## src/rtl/length_prefixed_deframer_defines.svh

```systemverilog
// Assertion macros for the length-prefixed deframer.
`ifndef LENGTH_PREFIXED_DEFRAMER_DEFINES_SVH
`define LENGTH_PREFIXED_DEFRAMER_DEFINES_SVH

`ifndef SYNTH
`define LPD_ASSERT_SAME(label, clk, rst, ante, cons) \
   label: assert property (@(posedge clk) disable iff (rst) (ante) |-> (cons)) \
      else $error("deframer check failed");
`define LPD_ASSERT_NEXT(label, clk, rst, ante, cons) \
   label: assert property (@(posedge clk) disable iff (rst) (ante) |=> (cons)) \
      else $error("deframer check failed");
`else
`define LPD_ASSERT_SAME(label, clk, rst, ante, cons)
`define LPD_ASSERT_NEXT(label, clk, rst, ante, cons)
`endif

`endif

```

## src/rtl/lpd_pkg.sv

```systemverilog
// Constants and types for the length-prefixed deframer.
package lpd_pkg;

   localparam int HEADER_BYTES = 4;
   localparam int HDR_CNT_W    = 3;
   localparam int LEN_W        = 32;
   localparam int MAX_LEN_W    = 31;

   localparam logic [LEN_W-1:0]     HEADER_LEN    = LEN_W'(HEADER_BYTES);
   localparam logic [HDR_CNT_W:0]   HEADER_CNT    = (HDR_CNT_W + 1)'(HEADER_BYTES);
   localparam logic [MAX_LEN_W-1:0] MAX_LEN_RESET = MAX_LEN_W'(128 * 1024);

   typedef enum logic [1:0] {
      STATUS_OK      = 2'd0,
      STATUS_BAD_LEN = 2'd1,
      STATUS_DROPPED = 2'd2
   } frame_status_type;

endpackage

```

## src/rtl/length_prefixed_deframer.sv

```systemverilog
// Length-prefixed deframer: splits a byte stream into messages, one result per byte.
// Takes one byte per clock and registers each result in a single output
// register; a new byte is taken whenever that register is empty or is being emptied in
// the same cycle, so throughput is one byte per cycle while rsp_ready stays high. Each
// message opens with a 4-byte little-endian length that counts the header; a length
// below 4 or above csr_max_message_len raises a sticky error, after which every byte is
// returned as dropped until reset. The limit may be changed only while the block is idle.
`include "length_prefixed_deframer_defines.svh"

module length_prefixed_deframer
   import lpd_pkg::*;
(
   input  logic                 clock,
   input  logic                 reset,
   input  logic                 req_valid,
   output logic                 req_ready,
   input  logic [7:0]           req_in_byte,
   output logic                 rsp_valid,
   input  logic                 rsp_ready,
   output logic [7:0]           rsp_out_byte,
   output logic                 rsp_first_of_message,
   output logic                 rsp_last_of_message,
   output logic [1:0]           rsp_frame_status,
   input  logic                 csr_valid,
   output logic                 csr_ready,
   input  logic [MAX_LEN_W-1:0] csr_max_message_len
);

   logic [MAX_LEN_W-1:0] max_len_ff, max_len_in;
   logic [HDR_CNT_W-1:0] hdr_cnt_ff, hdr_cnt_in;
   logic [LEN_W-1:0]     len_word_ff, len_word_in;
   logic [MAX_LEN_W-1:0] remaining_ff, remaining_in;
   logic                 error_ff, error_in;

   logic                 rsp_valid_ff, rsp_valid_in;
   logic [7:0]           out_byte_ff, out_byte_in;
   logic                 first_ff, first_in;
   logic                 last_ff, last_in;
   frame_status_type     status_ff, status_in;

   logic                 accept;
   logic [LEN_W-1:0]     len_base;
   logic [LEN_W-1:0]     len_new;
   logic [MAX_LEN_W-1:0] rem_dec;
   logic [LEN_W-1:0]     body_len;
   logic                 hdr_done;
   logic                 len_bad;

   assign req_ready = !reset && (!rsp_valid_ff || rsp_ready);
   assign accept    = req_valid && req_ready;
   assign csr_ready = !reset;

   assign len_base = (hdr_cnt_ff == '0) ? '0 : len_word_ff;
   assign rem_dec  = remaining_ff - MAX_LEN_W'(1);
   assign hdr_done = ({1'b0, hdr_cnt_ff} + (HDR_CNT_W + 1)'(1)) >= HEADER_CNT;
   assign body_len = len_new - HEADER_LEN;
   assign len_bad  = (len_new < HEADER_LEN) || (len_new > {1'b0, max_len_ff});

   always_comb begin
      if (hdr_cnt_ff < HDR_CNT_W'(4)) begin
         len_new = len_base | ({24'd0, req_in_byte} << {hdr_cnt_ff[1:0], 3'b000});
      end else if (req_in_byte != 8'd0) begin
         len_new = '1;
      end else begin
         len_new = len_base;
      end
   end

   always_comb begin
      max_len_in   = max_len_ff;
      hdr_cnt_in   = hdr_cnt_ff;
      len_word_in  = len_word_ff;
      remaining_in = remaining_ff;
      error_in     = error_ff;
      rsp_valid_in = rsp_valid_ff && !rsp_ready;
      out_byte_in  = out_byte_ff;
      first_in     = first_ff;
      last_in      = last_ff;
      status_in    = status_ff;

      if (csr_valid && csr_ready) begin
         max_len_in = csr_max_message_len;
      end

      if (accept) begin
         rsp_valid_in = 1'b1;
         out_byte_in  = req_in_byte;
         first_in     = 1'b0;
         last_in      = 1'b0;
         status_in    = STATUS_OK;
         if (error_ff) begin
            out_byte_in = 8'd0;
            status_in   = STATUS_DROPPED;
         end else if (remaining_ff != '0) begin
            remaining_in = rem_dec;
            if (rem_dec == '0) begin
               last_in     = 1'b1;
               len_word_in = '0;
            end
         end else begin
            first_in    = (hdr_cnt_ff == '0);
            len_word_in = len_new;
            if (!hdr_done) begin
               hdr_cnt_in = hdr_cnt_ff + HDR_CNT_W'(1);
            end else begin
               hdr_cnt_in = '0;
               if (len_bad) begin
                  error_in    = 1'b1;
                  status_in   = STATUS_BAD_LEN;
                  len_word_in = '0;
               end else begin
                  remaining_in = body_len[MAX_LEN_W-1:0];
                  if (body_len[MAX_LEN_W-1:0] == '0) begin
                     last_in     = 1'b1;
                     len_word_in = '0;
                  end
               end
            end
         end
      end
   end

   always_ff @(posedge clock) begin
      if (reset) begin
         max_len_ff   <= MAX_LEN_RESET;
         hdr_cnt_ff   <= '0;
         len_word_ff  <= '0;
         remaining_ff <= '0;
         error_ff     <= 1'b0;
         rsp_valid_ff <= 1'b0;
      end else begin
         max_len_ff   <= max_len_in;
         hdr_cnt_ff   <= hdr_cnt_in;
         len_word_ff  <= len_word_in;
         remaining_ff <= remaining_in;
         error_ff     <= error_in;
         rsp_valid_ff <= rsp_valid_in;
      end
   end

   always_ff @(posedge clock) begin
      out_byte_ff <= out_byte_in;
      first_ff    <= first_in;
      last_ff     <= last_in;
      status_ff   <= status_in;
   end

   assign rsp_valid            = rsp_valid_ff;
   assign rsp_out_byte         = out_byte_ff;
   assign rsp_first_of_message = first_ff;
   assign rsp_last_of_message  = last_ff;
   assign rsp_frame_status     = status_ff;

   // sticky error: every later transaction is dropped
   `LPD_ASSERT_NEXT(a_drop_sticky, clock, reset, accept && error_ff, status_ff == STATUS_DROPPED)
   `LPD_ASSERT_SAME(a_last_is_ok, clock, reset, rsp_valid && last_ff, status_ff == STATUS_OK)
   `LPD_ASSERT_SAME(a_bad_len_latched, clock, reset, rsp_valid && status_ff == STATUS_BAD_LEN, error_ff)
   `LPD_ASSERT_NEXT(a_rsp_held, clock, reset, rsp_valid && !rsp_ready, rsp_valid && $stable(out_byte_ff))

endmodule

```

## config.mk

```make
export PLATFORM = sky130hd
export DESIGN_NAME = length_prefixed_deframer
export DESIGN_NICKNAME = d
export VERILOG_FILES = /design/src/rtl/lpd_pkg.sv /design/src/rtl/length_prefixed_deframer.sv
export VERILOG_INCLUDE_DIRS = /design/src /design/src/rtl
export SDC_FILE = /design/constraint.sdc
export NUM_CORES = 1
export LEC_CHECK = 0
export BUFFER_PORTS_ARGS = -buffer_cell sky130_fd_sc_hd__buf_4
export CORE_MARGIN = 10
export CORE_UTILIZATION = 30
export CTS_CLUSTER_DIAMETER = 100
export DETAILED_ROUTE_END_ITERATION = 10
export PLACE_DENSITY = 0.46
export SYNTH_ARGS = -nofsm -noshare
export SYNTH_HDL_FRONTEND = slang
export SYNTH_SLANG_ARGS = --single-unit
```

## constraint.sdc

```tcl
create_clock -name clock -period 5.4 [get_ports clock]
set_input_delay 0.27 -clock clock [delete_from_list [all_inputs] [get_ports clock]]
set_output_delay 0.27 -clock clock [all_outputs]
set_load 0.005 [all_outputs]
```

* Word level (Yosys, flattened, before mapping)
Index checks and enable logic that the tools add are counted.
** Word-level totals
- Output and inout port bits :: 15
- Input bits :: 44
- Logic and storage cells :: 69
- Bits in registers :: 111
** Cells by class
- Shifts and indexed selects :: 1
- Add/subtract/negate cells :: 4
- Reduce and logical (&&, ||, !) cells :: 20
- Eq/ne operators :: 2
- Muxes and demuxes :: 23
- Bitwise logic cells :: 4
- Magnitude comparators :: 4
** Operators with widths (number)
- $mux W32 :: 8
- $mux W31 :: 3
- $logic_not A31 Y1 :: 2
- $gt A32 B31 Y1 :: 1
- $lt A32 B3 Y1 const B :: 1
- $or A32 B32 Y32 :: 1
- $shl A8 B5 Y32 :: 1
- $reduce_bool A31 Y1 :: 1
- $sub A31 B1 Y31 const B :: 1
- $sub A31 B3 Y31 const B :: 1
- $mux W1 :: 11
- $reduce_bool A8 Y1 :: 1
- $reduce_and A3 Y1 :: 2
- $add A3 B1 Y4 const B :: 1
- $ge A4 B3 Y1 const B :: 1
- $logic_and A1 B1 Y1 :: 4
- $ne A2 B1 Y1 const B :: 2
- $reduce_and A4 Y1 :: 1
- $add A3 B1 Y3 const B :: 1
- $logic_not A1 Y1 :: 3
- $logic_not A3 Y1 :: 1
- $lt A3 B3 Y1 const B :: 1
- $mux W3 :: 1
- $not A1 Y1 :: 3
- 4 further kinds :: 5

* Logic depth before layout (Yosys ltp)
- Depth in word-level cells :: 10
- Depth in mapped cells :: 22

* Worst setup path after synthesis
Ideal clock, no wire load.
- Path kind :: input-to-reg
- From :: in req_in_byte[3]
- To :: reg remaining_ff[16]
- Path slack :: 0.792 ns
- Stages on the path :: 19
- Buffers on the path :: 6
- Data required time :: 5.283 ns
- Library setup time :: 0.117 ns
- Arrival time :: 4.491 ns
- Cells stage by stage :: clkbuf_1 or4_1 o21ai_1 buf_2 buf_2 buf_1 buf_1 nand2_1 ha_1 nor4_1 o211ai_1 and3_1 o311a_1 o21ai_0 nand3_2 a21o_1 buf_4 or2_2 a32o_1
** On the way
- Word-level cells in the longest chain between the ends :: 7
- Elaborated cells between the ends (all ways) :: 14
** RTL lines
- start: declaration :: line length_prefixed_deframer.sv:17 : input logic [7:0] req_in_byte,
- $shl A8 B5 Y32 / $reduce_bool A8 Y1 (equally long branches) :: line length_prefixed_deframer.sv:61, length_prefixed_deframer.sv:62
- $or A32 B32 Y32 / $mux W32 (equally long branches) :: line length_prefixed_deframer.sv:61, length_prefixed_deframer.sv:62
- $mux W32 (*) :: line length_prefixed_deframer.sv:60 : if (hdr_cnt_ff < HDR_CNT_W'(4)) begin
- $lt A32 B3 Y1 (tied with other cells) :: line length_prefixed_deframer.sv:57 : assign len_bad = (len_new < HEADER_LEN) || (len_new > {1'b0, max_len_ff});
- $logic_or A1 B1 Y1 / $mux W31 (equally long branches) :: line length_prefixed_deframer.sv:57, length_prefixed_deframer.sv:107
- $ne A2 B1 Y1 (no source line) / $mux W31 (equally long branches)
- $reduce_and A4 Y1 (no source line) / $mux W31 (equally long branches)
- end signal: assignment :: line length_prefixed_deframer.sv:135 : remaining_ff <= remaining_in;
- end: declaration :: line length_prefixed_deframer.sv:32 : logic [MAX_LEN_W-1:0] remaining_ff, remaining_in;
Mark *: on every way between the ends. The rest lies on a longest branch, timed or not. The select of a mux whose other input is x is not followed.
A chain may end at the register's enable or synchronous reset.

* Worst setup path in the final report
- From :: reg hdr_cnt_ff[0]
- To :: reg remaining_ff[16]
** On the way
- Word-level cells in the longest chain between the ends :: 8
- Elaborated cells between the ends (all ways) :: 19
** RTL lines
- start: declaration :: line length_prefixed_deframer.sv:30 : logic [HDR_CNT_W-1:0] hdr_cnt_ff, hdr_cnt_in;
- start signal: assignment :: line length_prefixed_deframer.sv:133 : hdr_cnt_ff <= hdr_cnt_in;
- parallel branches: the longest is 8 deep, another holds $lt A32 B3 Y1
Parallel ways; which one is timed is not known. The select of a mux whose other input is x is not followed.

==> reports/metrics.yaml <==
grt:
  grt_max_degree: 58
  grt_overflow: 0
  antenna_found_initial: 0
  globalRouteTotalUtil_pct: 16.3
  grt_pass1_vias: 6701
  grt_pass1_wl_um: 39900
final_layout:
  final_nets: 1009
  syn_to_final_growth_pct: 14.8
  num_antenna_cells: 0
  fillers: 2582
  drive_above_1_share_pct: 15.0
  stdcell_count: 1257
detailed_routing:
  ant_nets: 0
  drt_iter0_drc: 514
  wl_per_cell_um: 20.2
  viasPerCell: 5.54
  firstDrtPassIters: 5
  vias: 6965
  drc: 0
  wl_um: 25400
sta:
  slew-limit-headroom_pct: 40.1
  rsz0062_at_grt: "no"
  worstMarginPinSlew_ns: 0.896
  setup_viol: 0
  period_needed_ns: 4.65
  fmaxAchievable_ghz: 0.215
  finalHoldViolCount: 0
  timing.final.crit_share_pct: 86.1
  setup_ws_ns: 0.752
  finalMaxSlewViolations: 0
  setup_tns_ns: 0
  clock_skew_ns: 0.00914
power:
  ir_drop_uv: 237
  power_leakage_nw: 3.46
  power_density_nw_per_um2: 510
clock_network:
  cts_buffer_depth: 2
  cts_buffers: 9
  h-tree-depth: 3
  cts.sinks: 111
  cts_root_buffer: "clkbuf_16"
  clk_pin_slew_ns: 0.08
  cts_resized: 0
  hold_buffers: 0
  post_cts_buffers: 0
  cts_tree: "built"
  clk_latency_ns: 0.36
hold_path:
  min-delay-path-class: "in -> reg"
synth:
  synth_area_um2: 7320
  synth_area_leaders: "dfxtp_1 (27%), ha_1 (6.3%), edfxtp_1 (4.9%), mux2i_1 (4.7%), nand2_1 (4.4%)"
  synth_edf_count: 12
  ys.flop_type: "dfxtp_1"
  synth_fp_nets: 964
  async_flop_share_pct: 0
  ys_types: 79
  synth_seq_cells: 111
  yosys.area.top_type: "dfxtp_1"
  syn_area_per_cell_um2: 8.29
  synth_top_cell_area_share_pct: 27.1
  yosysMostFrequentCell: "dfxtp_1"
  synth_seq_area_share_pct: 32.0
  yosys-top-cells-count: "dfxtp_1 (99), nand2_1 (85), nor2_1 (82)"
  synthCells: 883
  ys_warn_count: 0
floorplanning:
  rows: 57
  start_util_pct: 30.3
  die_area_um2: 31000
  die_h_um: 176
  core_area_um2: 24200
  fp.dieW_um: 176
  ios: 59
job:
  cap_violations: 0
placement:
  port_buffers: 58
  dp_cells: 1241
  dpl_worst_slack_ns: 0.826
  place_congestion: 0.917
  hpwlAfterDp_um: 19200
outcome:
  status: "finished, final reports clean"
worst_setup_path:
  worst_ep_arrival_time_ns: 4.90
  required_ns: 5.65
  reg2reg_slack_ns: 0.75
  criticalPathCategory: "reg -> reg"
  path_max_fanout: 20
  start_kind: "flip-flop"
  end_kind: "flip-flop"
-- flip-flops by register name (all words and copies together) (netlist names) --
| name | count |
|---|---|
| rsp_frame_status | 2 |
| hdr_cnt_ff | 3 |
| len_word_ff | 32 |
| rsp_last_of_message | 1 |
| rsp_out_byte | 8 |
| rsp_first_of_message | 1 |
| max_len_ff | 31 |
| rsp_valid | 1 |
| error_ff | 1 |
| remaining_ff | 31 |
-- layout by cell type, fill, tap and decap left out, types with 5 or more instances in the layout --
cell and instances:
edfxtp_1 12, a22oi_1 29, clkbuf_16 9, a21oi_1 44, nor4_1 11, mux2i_1 34, o21ai_0 39, nand3_1 32
buf_4 82, inv_1 50, xor2_1 13, o31ai_1 7, o22ai_1 5, nand4_1 18, or4_1 7, o211ai_1 10
and3_1 5, nor2b_1 15, or3_1 10, dfxtp_1 99, nor2_1 82, nand2_1 85, a31oi_1 6, nor3_2 5
xnor2_1 19, ha_1 37, a22o_1 25, a32o_1 11, nor3_1 28, a211oi_1 5
-- power by group --
| part | internal [mW] | leakage (nW) | total, mW | switching (mW) |
|---|---|---|---|---|
| clock | 0.322 | 0.136 | 0.671 | 0.349 |
| sequential | 0.960 | 0.920 | 1.11 | 0.153 |
| combinational | 0.875 | 2.41 | 2.50 | 1.62 |
| total | 2.16 | 3.46 | 4.28 | 2.13 |
-- final cells by class --
| class | count | area, um2 | share of cell area, % |
|---|---|---|---|
| clock inverters | 6 | 50.0 | 0.596 |
| inverters | 50 | 188 | 2.23 |
| flip-flops and latches | 111 | 2340 | 27.9 |
| clock buffers | 10 | 229 | 2.73 |
| repair buffers | 83 | 636 | 7.57 |
| multi-input cells | 673 | 4550 | 54.2 |
| well taps | 324 | 405 | 4.83 |
-- logic make-up (layout without fill, tap and decap cells) --
| family | count (synthesis) | after routing | share of synthesized area [%] |
|---|---|---|---|
| xor+xnor | 32 | 32 | 3.83 |
| simple gates | 344 | 344 | 25.2 |
| mux | 37 | 37 | 5.11 |
| buf+inv | 99 | 149 | 5.93 |
| compound gates | 223 | 223 | 21.6 |
| flops | 111 | 111 | 32.0 |
| fa+ha+maj | 37 | 37 | 6.33 |
-- stage by stage --
| step | power [mW] | hold WS (ns) | util (%) | instance area (um2) |
|---|---|---|---|---|
| 3_3_place_gp | 3.63 | 0.463 | 33.6 | 8120 |
| 3_5_place_dp | 3.59 | 0.468 | 33.6 | 8120 |
| 5_1_grt | 4.60 | 0.124 | 34.7 | 8400 |
| 4_1_cts | 4.27 | 0.114 | 34.7 | 8400 |
| 6_report | 4.28 | 0.123 | 34.7 | 8400 |
| 2_1_floorplan | 2.91 | 0.391 | - | 7320 |
-- layer usage --
layer / GRT usage [%] / vias up / share of wire [%]
met5: 0 / - / 0
met4: 6.11 / 0 / 2.7
met3: 3.01 / 35 / 6.7
met2: 24.5 / 246 / 43
met1: 22.5 / 3326 / 47
li1: - / 3358 / -
-- final timing paths --
| kind | from | endpoint | cells after the start |
|---|---|---|---|
| worst min register to register | remaining_ff[1] | remaining_ff[1] | 2 |
| worst max-delay path | hdr_cnt_ff[0] | remaining_ff[16] | 19 |
| worst max register to register | hdr_cnt_ff[0] | remaining_ff[16] | 19 |
| worst min-delay path | req_valid | rsp_valid | 3 |
-- worst max-delay path, stage by stage (launching register included) --
cell and delay [ns]:
dfxtp_1 0.40, inv_1 0.09, ha_1 0.17, nand2b_1 0.06, buf_4 0.20, buf_4 0.23
a22o_1 0.26, nor2_1 0.18, inv_1 0.17, ha_1 0.22, nor4_1 0.28, o211ai_1 0.12
and3_1 0.19, o311a_1 0.33, o21ai_0 0.18, buf_4 0.18, nand3_2 0.17, a21o_1 0.45
or2_2 0.40, a32o_1 0.26
(Power assumes the default switching activity.)
